### config.mk
export PLATFORM = sky130hd
export DESIGN_NAME = sorted_priority_queue_core
export DESIGN_NICKNAME = d
export VERILOG_FILES = /design/src/rtl/core/spq_pkg.sv /design/src/rtl/core/spq_cell.sv /design/src/rtl/core/sorted_priority_queue_core.sv
export VERILOG_INCLUDE_DIRS = /design/src /design/src/rtl/core
export SDC_FILE = /design/constraint.sdc
export NUM_CORES = 2
export LEC_CHECK = 0
export BUFFER_PORTS_ARGS = -buffer_cell sky130_fd_sc_hd__buf_2
export CAP_MARGIN = 15
export CORE_MARGIN = 2
export CORE_UTILIZATION = 30
export DETAILED_ROUTE_END_ITERATION = 6
export HOLD_SLACK_MARGIN = 0.06
export MAX_ROUTING_LAYER = met4
export PLACE_DENSITY_LB_ADDON = 0.08
export RECOVER_POWER = 50
export SLEW_MARGIN = 10
export SYNTH_ARGS = -nofsm -noshare
export SYNTH_HDL_FRONTEND = slang
export SYNTH_SLANG_ARGS = --single-unit
### constraint.sdc
create_clock -name clock -period 5.3 [get_ports clock]
set_input_delay 0 -clock clock [delete_from_list [all_inputs] [get_ports clock]]
set_output_delay 0 -clock clock [all_outputs]
set_load 0.005 [all_outputs]
### src/rtl/core/sorted_priority_queue_core_assert.svh
// ---------------------------------------------------------------------------
// Sorted priority queue assertion macros
// Concurrent property wrappers, compiled out when SYNTHESIS is set.
// ---------------------------------------------------------------------------
`ifndef SORTED_PRIORITY_QUEUE_CORE_ASSERT_SVH
`define SORTED_PRIORITY_QUEUE_CORE_ASSERT_SVH

`ifndef SYNTHESIS

// Check that a condition implies another in the same cycle
`define SPQ_ASSERT_SAME(lbl, clk, rst, ante, cons) \
   lbl: assert property (@(posedge clk) disable iff (rst) (ante) |-> (cons)) \
      else $error("sorted priority queue: same-cycle check failed");

// Check that a condition implies another in the next cycle
`define SPQ_ASSERT_NEXT(lbl, clk, rst, ante, cons) \
   lbl: assert property (@(posedge clk) disable iff (rst) (ante) |=> (cons)) \
      else $error("sorted priority queue: next-cycle check failed");

`else

`define SPQ_ASSERT_SAME(lbl, clk, rst, ante, cons)
`define SPQ_ASSERT_NEXT(lbl, clk, rst, ante, cons)

`endif

`endif

### src/rtl/core/spq_pkg.sv
// ---------------------------------------------------------------------------
// Sorted priority queue package
// Operation codes, fixed field widths and the cell control type.
// ---------------------------------------------------------------------------
`timescale 1ns / 1ps

package spq_pkg;

   // Fixed field widths of the request and response channels
   localparam int KIND_BITS      = 3;
   localparam int INDEX_BITS     = 4;
   localparam int COUNT_OUT_BITS = 5;

   // Operation codes
   localparam logic [KIND_BITS-1:0] KIND_OFFER      = 3'd0;
   localparam logic [KIND_BITS-1:0] KIND_POLL       = 3'd1;
   localparam logic [KIND_BITS-1:0] KIND_READ_AT    = 3'd2;
   localparam logic [KIND_BITS-1:0] KIND_REMOVE_TAG = 3'd3;
   localparam logic [KIND_BITS-1:0] KIND_REMOVE_AT  = 3'd4;

   // Command broadcast to every cell of the chain
   typedef struct packed {
      logic insert;
      logic remove;
   } cell_ctrl_type;

endpackage

### src/rtl/core/spq_cell.sv
// ---------------------------------------------------------------------------
// Sorted priority queue cell
// One slot of the sorted chain: takes the new entry or its left neighbor on
// insert, takes its right neighbor on removal, holds otherwise.
// ---------------------------------------------------------------------------
`timescale 1ns / 1ps

module spq_cell import spq_pkg::*; #(
   parameter int CELL_INDEX   = 0,
   parameter int DEPTH        = 16,
   parameter int KEY_BITS     = 16,
   parameter int PAYLOAD_BITS = 16
) (
   input  logic                          clock,
   input  cell_ctrl_type                 ctrl_i,
   input  logic [$clog2(DEPTH+1)-1:0]    count_i,
   input  logic [KEY_BITS-1:0]           new_key_i,
   input  logic [PAYLOAD_BITS-1:0]       new_tag_i,
   input  logic [$clog2(DEPTH)-1:0]      remove_pos_i,
   input  logic [KEY_BITS-1:0]           left_key_i,
   input  logic [PAYLOAD_BITS-1:0]       left_tag_i,
   input  logic                          left_after_i,
   input  logic [KEY_BITS-1:0]           right_key_i,
   input  logic [PAYLOAD_BITS-1:0]       right_tag_i,
   output logic [KEY_BITS-1:0]           key_o,
   output logic [PAYLOAD_BITS-1:0]       tag_o,
   output logic                          after_o,
   output logic                          insert_here_o,
   output logic                          match_o
);

   localparam int PTR_BITS = $clog2(DEPTH);
   localparam int CNT_BITS = $clog2(DEPTH+1);

   logic [KEY_BITS-1:0]     key_ff, key_in;
   logic [PAYLOAD_BITS-1:0] tag_ff, tag_in;
   logic                    occupied;
   logic                    shift_here;

   // Occupancy and local compares
   assign occupied      = CNT_BITS'(CELL_INDEX) < count_i;
   assign after_o       = !occupied || (key_ff > new_key_i);
   assign insert_here_o = after_o && !left_after_i;
   assign match_o       = occupied && (tag_ff == new_tag_i);
   assign shift_here    = PTR_BITS'(CELL_INDEX) >= remove_pos_i;

   // Pick the next contents of this slot
   always_comb begin
      key_in = key_ff;
      tag_in = tag_ff;
      if (ctrl_i.insert && after_o) begin
         key_in = left_after_i ? left_key_i : new_key_i;
         tag_in = left_after_i ? left_tag_i : new_tag_i;
      end else if (ctrl_i.remove && shift_here) begin
         key_in = right_key_i;
         tag_in = right_tag_i;
      end
   end

   always_ff @(posedge clock) begin
      key_ff <= key_in;
      tag_ff <= tag_in;
   end

   assign key_o = key_ff;
   assign tag_o = tag_ff;

endmodule

### src/rtl/core/sorted_priority_queue_core.sv
// ---------------------------------------------------------------------------
// Sorted priority queue core
// Offer, poll, read-at, remove-by-tag and remove-at on a sorted cell chain.
// ---------------------------------------------------------------------------
// The queue lives in a chain of DEPTH cells kept in ascending key order, equal
// keys in arrival order. A transaction is accepted in the idle state and
// executed in the execute state once the response register is free. Remove
// by tag walks the chain from the tail, one cell per cycle. A finished
// result sits in the response register; the next request is accepted
// meanwhile, but the queue is not modified until that response is taken.
// Size and head on the response reflect the queue after the operation. No
// clearing pass is needed after reset.
`timescale 1ns / 1ps
`include "sorted_priority_queue_core_assert.svh"

module sorted_priority_queue_core import spq_pkg::*; #(
   parameter int DEPTH        = 16,
   parameter int KEY_BITS     = 16,
   parameter int PAYLOAD_BITS = 16
) (
   input  logic                      clock,
   input  logic                      reset,
   input  logic                      req_valid,
   output logic                      req_ready,
   input  logic [KIND_BITS-1:0]      req_kind,
   input  logic [KEY_BITS-1:0]       req_priority_key,
   input  logic [PAYLOAD_BITS-1:0]   req_payload_tag,
   input  logic [INDEX_BITS-1:0]     req_position_index,
   output logic                      rsp_valid,
   input  logic                      rsp_ready,
   output logic                      rsp_ok,
   output logic [KEY_BITS-1:0]       rsp_result_key,
   output logic [PAYLOAD_BITS-1:0]   rsp_result_payload,
   output logic [INDEX_BITS-1:0]     rsp_insert_position,
   output logic [COUNT_OUT_BITS-1:0] rsp_removed_count,
   output logic [COUNT_OUT_BITS-1:0] rsp_queue_size,
   output logic                      rsp_head_valid,
   output logic [PAYLOAD_BITS-1:0]   rsp_head_payload
);

   localparam int PTR_BITS = $clog2(DEPTH);
   localparam int CNT_BITS = $clog2(DEPTH+1);
   localparam int CMP_BITS = (CNT_BITS > INDEX_BITS) ? CNT_BITS : INDEX_BITS;

   localparam logic [1:0] ST_IDLE = 2'd0;
   localparam logic [1:0] ST_EXEC = 2'd1;
   localparam logic [1:0] ST_SCAN = 2'd2;

   // Control state
   logic [1:0]              state_ff, state_in;
   logic [CNT_BITS-1:0]     count_ff, count_in;
   logic [PTR_BITS-1:0]     ptr_ff, ptr_in;
   logic [CNT_BITS-1:0]     rcount_ff, rcount_in;
   logic                    rsp_valid_ff, rsp_valid_in;

   // Held request
   logic [KIND_BITS-1:0]    kind_ff;
   logic [KEY_BITS-1:0]     key_ff;
   logic [PAYLOAD_BITS-1:0] tag_ff;
   logic [INDEX_BITS-1:0]   idx_ff;

   // Response payload
   logic                    rsp_load;
   logic                    rsp_hold;
   logic                    rsp_ok_ff, rsp_ok_in;
   logic [KEY_BITS-1:0]     rsp_key_ff, rsp_key_in;
   logic [PAYLOAD_BITS-1:0] rsp_pay_ff, rsp_pay_in;
   logic [PTR_BITS-1:0]     rsp_ipos_ff, rsp_ipos_in;
   logic [CNT_BITS-1:0]     rsp_rcount_ff, rsp_rcount_in;

   // Chain wiring
   logic [KEY_BITS-1:0]     cell_key   [DEPTH];
   logic [PAYLOAD_BITS-1:0] cell_tag   [DEPTH];
   logic                    cell_after [DEPTH];
   logic                    cell_here  [DEPTH];
   logic                    cell_match [DEPTH];
   logic [KEY_BITS-1:0]     left_key   [DEPTH];
   logic [PAYLOAD_BITS-1:0] left_tag   [DEPTH];
   logic                    left_after [DEPTH];
   logic [KEY_BITS-1:0]     right_key  [DEPTH];
   logic [PAYLOAD_BITS-1:0] right_tag  [DEPTH];

   cell_ctrl_type           ctrl;
   logic                    adv;
   logic                    req_fire;
   logic [INDEX_BITS-1:0]   idx_eff;
   logic [CMP_BITS-1:0]     idx_wide;
   logic                    take_ok;
   logic [PTR_BITS-1:0]     sel_pos;
   logic [KEY_BITS-1:0]     sel_key;
   logic [PAYLOAD_BITS-1:0] sel_tag;
   logic [PTR_BITS-1:0]     ins_pos;
   logic [CNT_BITS-1:0]     rcount_hit;

   // Handshake
   assign rsp_hold  = rsp_valid_ff && !rsp_ready;
   assign adv       = !rsp_valid_ff || rsp_ready;
   assign req_ready = (state_ff == ST_IDLE);
   assign req_fire  = req_valid && req_ready;

   // Position select: poll always works on the head
   assign idx_eff  = (kind_ff == KIND_POLL) ? '0 : idx_ff;
   assign idx_wide = CMP_BITS'(idx_eff);
   assign take_ok  = idx_wide < CMP_BITS'(count_ff);
   assign sel_pos  = (state_ff == ST_SCAN) ? ptr_ff : idx_wide[PTR_BITS-1:0];
   assign sel_key  = cell_key[sel_pos];
   assign sel_tag  = cell_tag[sel_pos];

   // Encode the one-hot insertion point
   always_comb begin
      ins_pos = '0;
      for (int i = 0; i < DEPTH; i++) begin
         if (cell_here[i]) begin
            ins_pos = ins_pos | PTR_BITS'(i);
         end
      end
   end

   assign rcount_hit = rcount_ff + CNT_BITS'(cell_match[ptr_ff]);

   // Sequencer
   always_comb begin
      state_in      = state_ff;
      count_in      = count_ff;
      ptr_in        = ptr_ff;
      rcount_in     = rcount_ff;
      ctrl          = '0;
      rsp_load      = 1'b0;
      rsp_ok_in     = 1'b0;
      rsp_key_in    = '0;
      rsp_pay_in    = '0;
      rsp_ipos_in   = '0;
      rsp_rcount_in = '0;
      unique case (state_ff)
         ST_IDLE: begin
            if (req_fire) begin
               state_in = ST_EXEC;
            end
         end
         ST_EXEC: begin
            if (adv) begin
               state_in = ST_IDLE;
               rsp_load = 1'b1;
               unique case (kind_ff) inside
                  KIND_OFFER: begin
                     if (count_ff != CNT_BITS'(DEPTH)) begin
                        ctrl.insert = 1'b1;
                        count_in    = count_ff + CNT_BITS'(1);
                        rsp_ok_in   = 1'b1;
                        rsp_ipos_in = ins_pos;
                     end
                  end
                  KIND_POLL, KIND_REMOVE_AT: begin
                     if (take_ok) begin
                        ctrl.remove = 1'b1;
                        count_in    = count_ff - CNT_BITS'(1);
                        rsp_ok_in   = 1'b1;
                        rsp_key_in  = sel_key;
                        rsp_pay_in  = sel_tag;
                     end
                  end
                  KIND_READ_AT: begin
                     if (take_ok) begin
                        rsp_ok_in  = 1'b1;
                        rsp_key_in = sel_key;
                        rsp_pay_in = sel_tag;
                     end
                  end
                  KIND_REMOVE_TAG: begin
                     if (count_ff != '0) begin
                        rsp_load  = 1'b0;
                        state_in  = ST_SCAN;
                        ptr_in    = PTR_BITS'(count_ff - CNT_BITS'(1));
                        rcount_in = '0;
                     end
                  end
                  default: begin
                  end
               endcase
            end
         end
         ST_SCAN: begin
            if (adv) begin
               // drop the entry under the pointer if its tag matches
               if (cell_match[ptr_ff]) begin
                  ctrl.remove = 1'b1;
                  count_in    = count_ff - CNT_BITS'(1);
               end
               if (ptr_ff == '0) begin
                  state_in      = ST_IDLE;
                  rsp_load      = 1'b1;
                  rsp_ok_in     = (rcount_hit != '0);
                  rsp_rcount_in = rcount_hit;
               end else begin
                  ptr_in    = ptr_ff - PTR_BITS'(1);
                  rcount_in = rcount_hit;
               end
            end
         end
         default: begin
            state_in = ST_IDLE;
         end
      endcase
   end

   assign rsp_valid_in = rsp_load || rsp_hold;

   // Control registers
   always_ff @(posedge clock) begin
      if (reset) begin
         state_ff     <= ST_IDLE;
         count_ff     <= '0;
         ptr_ff       <= '0;
         rcount_ff    <= '0;
         rsp_valid_ff <= 1'b0;
      end else begin
         state_ff     <= state_in;
         count_ff     <= count_in;
         ptr_ff       <= ptr_in;
         rcount_ff    <= rcount_in;
         rsp_valid_ff <= rsp_valid_in;
      end
   end

   // Capture the request and the response payload
   always_ff @(posedge clock) begin
      if (req_fire) begin
         kind_ff <= req_kind;
         key_ff  <= req_priority_key;
         tag_ff  <= req_payload_tag;
         idx_ff  <= req_position_index;
      end
      if (rsp_load) begin
         rsp_ok_ff     <= rsp_ok_in;
         rsp_key_ff    <= rsp_key_in;
         rsp_pay_ff    <= rsp_pay_in;
         rsp_ipos_ff   <= rsp_ipos_in;
         rsp_rcount_ff <= rsp_rcount_in;
      end
   end

   // Cell chain
   for (genvar g = 0; g < DEPTH; g++) begin : g_cell
      if (g == 0) begin : g_first
         assign left_key[g]   = key_ff;
         assign left_tag[g]   = tag_ff;
         assign left_after[g] = 1'b0;
      end else begin : g_mid
         assign left_key[g]   = cell_key[g-1];
         assign left_tag[g]   = cell_tag[g-1];
         assign left_after[g] = cell_after[g-1];
      end
      if (g == DEPTH-1) begin : g_last
         assign right_key[g] = cell_key[g];
         assign right_tag[g] = cell_tag[g];
      end else begin : g_inner
         assign right_key[g] = cell_key[g+1];
         assign right_tag[g] = cell_tag[g+1];
      end

      spq_cell #(
         .CELL_INDEX   (g),
         .DEPTH        (DEPTH),
         .KEY_BITS     (KEY_BITS),
         .PAYLOAD_BITS (PAYLOAD_BITS)
      ) u_cell (
         .clock         (clock),
         .ctrl_i        (ctrl),
         .count_i       (count_ff),
         .new_key_i     (key_ff),
         .new_tag_i     (tag_ff),
         .remove_pos_i  (sel_pos),
         .left_key_i    (left_key[g]),
         .left_tag_i    (left_tag[g]),
         .left_after_i  (left_after[g]),
         .right_key_i   (right_key[g]),
         .right_tag_i   (right_tag[g]),
         .key_o         (cell_key[g]),
         .tag_o         (cell_tag[g]),
         .after_o       (cell_after[g]),
         .insert_here_o (cell_here[g]),
         .match_o       (cell_match[g])
      );
   end

   // Response outputs; size and head come straight from the held queue
   assign rsp_valid           = rsp_valid_ff;
   assign rsp_ok              = rsp_ok_ff;
   assign rsp_result_key      = rsp_key_ff;
   assign rsp_result_payload  = rsp_pay_ff;
   assign rsp_insert_position = INDEX_BITS'(rsp_ipos_ff);
   assign rsp_removed_count   = COUNT_OUT_BITS'(rsp_rcount_ff);
   assign rsp_queue_size      = COUNT_OUT_BITS'(count_ff);
   assign rsp_head_valid      = (count_ff != '0);
   assign rsp_head_payload    = rsp_head_valid ? cell_tag[0] : '0;

   // Checks
   `SPQ_ASSERT_SAME(a_count_bound, clock, reset, 1'b1, count_ff <= CNT_BITS'(DEPTH))
   `SPQ_ASSERT_NEXT(a_rsp_hold, clock, reset, rsp_hold, $stable(count_ff) && $stable(rsp_ok_ff))
   `SPQ_ASSERT_SAME(a_scan_in_range, clock, reset, state_ff == ST_SCAN, CNT_BITS'(ptr_ff) < count_ff)

endmodule
==> results by group <==
Status
  – Status: finished, violations left
  – Failing checks: DRC, capacitance limit, slew limit

Clock network
  – Clk pin slew, worst setup/hold paths: approximately 0.060 ns
  – Postcts setup bufs: 0
  – CTS buffer count: 83
  – Post-CTS Resized: 0
  – H-tree lvl count: 3
  – Clock sink total: a little over 600
  – Max Buffers Root-to-Sink: 3
  – CTS tree: built
  – Insertion delay to the later sink of the worst-skew pair: 0.70 ns
  – CTS root buf: clkbuf_16

Logic synthesis
  – FF+latch count, synth: 610
  – Syn nets: ~5k
  – Dominant synthesized flop cell: edfxtp_1
  – Ys Warns: 0
  – Syn avg cell area: between 9 and 10 um2
  – Distinct cell type count after synthesis: 74
  – Yosys top cell area share: 41.0%
  – Post-synth EDFFs: roughly 590
  – Largest area contributor in the synthesized netlist: edfxtp_1
  – Mapped Area: 43,400 um2
  – Ranking of synthesized cells by area: edfxtp_1 41%, mux2i_1 9.3%, nand2_1 8.2%, ha_1 7.7%, o21ai_0 5.0%
  – Syn Inst Count: ~4.7k
  – Async S/R FF share, synth: 0%
  – Seq/Total Area, Yosys: 41.8%

Final layout
  – Most frequent cells in the layout: 945 x nand2_1, 593 x edfxtp_1, 422 x o21ai_0
  – Final instance area: a little over 50,000 um2
  – Layout area overhead: 16.1%
  – Ratio of cells with drive above 1 in the final layout: between 10% and 20%
  – Most common cell after layout, fill and taps aside: nand2_1
  – Diode count: 0
  – Final Instance Count excl. Fillers: 6,778
  – Nets: 5,124

GRT
  – Total GRT Usage: 24.1%
  – First-pass GRT wire length: 255 mm
  – Vias in the first global route: 35.4k
  – Pin count of the biggest net entering global routing: just over 70
  – Initial antenna violation count: 4
  – Grt ovf: 0

Floorplan
  – Core box area: ~140,000 um2
  – Die H: just under 400 um
  – Initial Util: ~30%
  – Die width: around 380 um
  – Row count: around 140
  – Die Footprint: 148,000 um2
  – Ports: between 100 and 150

Job
  – Max_cap viols: 4

Route
  – Wirelength per Cell: roughly 26 um
  – DR vias/cell: ~5.3
  – Post-route DRC violation count: 2
  – Via Count: 36.2k
  – Total Wirelength: 176 mm
  – Routed Antenna Nets: 0
  – Detailed Route Iter0 Violations: 3,057
  – DRT Pass-1 Iters: 7

Setup path
  – Crit-path cells: inv_1 > ha_1 > nand4_1 > nor2_1 > nand2_1 > a221oi_2 > buf_12 > mux2_2
  – Worst Path Buf+Inv: 2
  – Crit start category: flop
  – Internal reg-to-reg setup slack: 0.26 ns
  – Crit path max-delay family: compound AO/OA/AOI/OAI gates
  – Slowest CP cell: a221oi_2
  – Data arrival, critical path: between 5 and 6 ns
  – Crit Path Max Fanout: 17
  – CP Capture Type: flop
  – Crit-path max cell delay: 1.49 ns
  – Crit path required time: 5.73 ns
  – Critical path class: reg2reg

Place
  – Detailed Place HPWL: between 100 and 150 mm
  – Final GP Congestion: slightly below 0.9
  – DP Area: roughly 47,000 um2
  – # port buffers: around 110
  – Placed cell count: roughly 6.6k

Power and ir drop
  – Power Density: about 260 nW/um2
  – Pleak: 19.1 nW
  – VDD IR max: ~0.23 mV

STA
  – Clk_skew: around 0.027 ns
  – Hold Vio Cnt, Final: 0
  – Rel. slew slack: -69.6%
  – Least-Margin Pin Slew: 2.54 ns
  – Fin crit share: 95.2%
  – Setup TNS: 0 ns
  – Hold WS: around 0.11 ns
  – RSZ-0062 raised after global routing: false
  – Clock period minus final worst setup slack: 5.04 ns
  – Final setup fails: 0
  – F_max: between 150 and 200 MHz
  – Final Max Slew Viols: 70

Worst hold path
  – Worst Hold Class: in2reg
-- sequential cells by signal, summed over array words and instances, names as in the netlist --
register / cells
ptr_ff: 4
rsp_result_payload: 16
rsp_result_key: 16
rcount_ff: 5
rsp_ok: 1
state_ff: 2
rsp_removed_count: 5
key_ff: 16
kind_ff: 3
rsp_valid: 1
g_cell.u_cell.key_o: 256
rsp_insert_position: 4
g_cell.u_cell.tag_o: 256
idx_ff: 4
tag_ff: 16
rsp_queue_size: 5
-- worst reg2reg max path: cells and delay by family, from the launching register on --
family / cells / cell delay, ns
flops: 1 / 0.80
mux: 1 / 0.36
buf+inv: 2 / 0.96
compound gates: 1 / 1.50
simple gates: 3 / 0.61
fa+ha+maj: 1 / 0.57
-- metal layers --
layer  vias to the layer above  wire length, um  global-route usage (%)
met5                         -                0                       -
met4                         0             3770                    5.77
met3                       172             9610                    3.04
met2                      1047            76000                    35.4
met1                     17600            86500                    34.9
li1                      17400                -                       -
-- power breakdown --
| part | leakage, nW | internal, W | switching [W] |
|---|---|---|---|
| Combinational | 12.3 | 0.000731 | 0.00140 |
| Sequential | 5.53 | 0.00540 | 0.000149 |
| Clock | 1.29 | 0.00330 | 0.00237 |
| Total | 19.1 | 0.00943 | 0.00392 |
-- kinds of logic after synthesis --
logic type,count (synthesis),share of synthesized area (%)
buffers and inverters,436,3.92
AO/OA/AOI/OAI,974,13.5
adder cells (fa/ha/maj),269,7.75
XOR/XNOR,265,5.34
multiplexers,454,10.6
AND/OR/NAND/NOR,1686,17.1
flip-flops,610,41.8
-- layout make-up --
cell class                      instances  area [um2]
Tap cell                             1903        2380
Fill cell                           14900       93200
Sequential cell                       610       18100
Inverter                               56         210
Timing Repair Buffer                  413        3110
Multi-Input combinational cell       3648       23900
Clock buffer                          105        2310
Clock inverter                         43         338
-- stage by stage --
step           setup WS (ns)  util (%)  total power [W]
6_report               0.257      35.1           0.0134
5_1_grt                0.177      35.1           0.0139
4_1_cts                0.438      35.3           0.0135
3_5_place_dp           0.472      32.9          0.00774
3_3_place_gp           0.508      32.9          0.00774
2_1_floorplan         0.0728         -          0.00681
-- Yosys cell counts (all sizes together) (4+ instances only) --
| library cell | number |
|---|---|
| mux2 | 50 |
| nor3 | 38 |
| nor2 | 222 |
| clkbuf | 319 |
| a211oi | 18 |
| inv | 56 |
| xnor2 | 135 |
| a2111oi | 7 |
| nor2b | 32 |
| o21a | 25 |
| xor2 | 130 |
| o211ai | 14 |
| ha | 269 |
| o21bai | 8 |
| dfxtp | 17 |
| o311ai | 4 |
| nand3 | 164 |
| nand2b | 13 |
| nand4 | 78 |
| o21ai | 439 |
| a211o | 6 |
| a31oi | 7 |
| or3 | 4 |
| and3 | 72 |
| a21o | 29 |
| a21oi | 236 |
| and2 | 21 |
| mux2i | 403 |
| a221oi | 7 |
| or2 | 12 |
| a311oi | 128 |
| buf | 61 |
| a41oi | 6 |
| edfxtp | 593 |
| o31ai | 11 |
| nor4 | 68 |
| o22ai | 5 |
| nand2 | 946 |
-- repair_timing --
action	4_1_cts	5_1_grt
hold endpoints to repair	60	0
hold buffers	80	0
setup endpoints to repair	0	0
-- final timing paths --
check                       startpoint                                    end  cells after the start
max                key_ff[6]$_DFFE_PP_  g_cell[15].u_cell.tag_o[10]$_DFFE_PP_                      8
min                req_payload_tag[10]                   tag_ff[10]$_DFFE_PP_                      2
max reg2reg        key_ff[6]$_DFFE_PP_  g_cell[15].u_cell.tag_o[10]$_DFFE_PP_                      8
min reg2reg  rcount_ff[0]$_SDFFE_PP0P_              rcount_ff[0]$_SDFFE_PP0P_                      2
No activity file was read; power rests on OpenSTA's default activity.
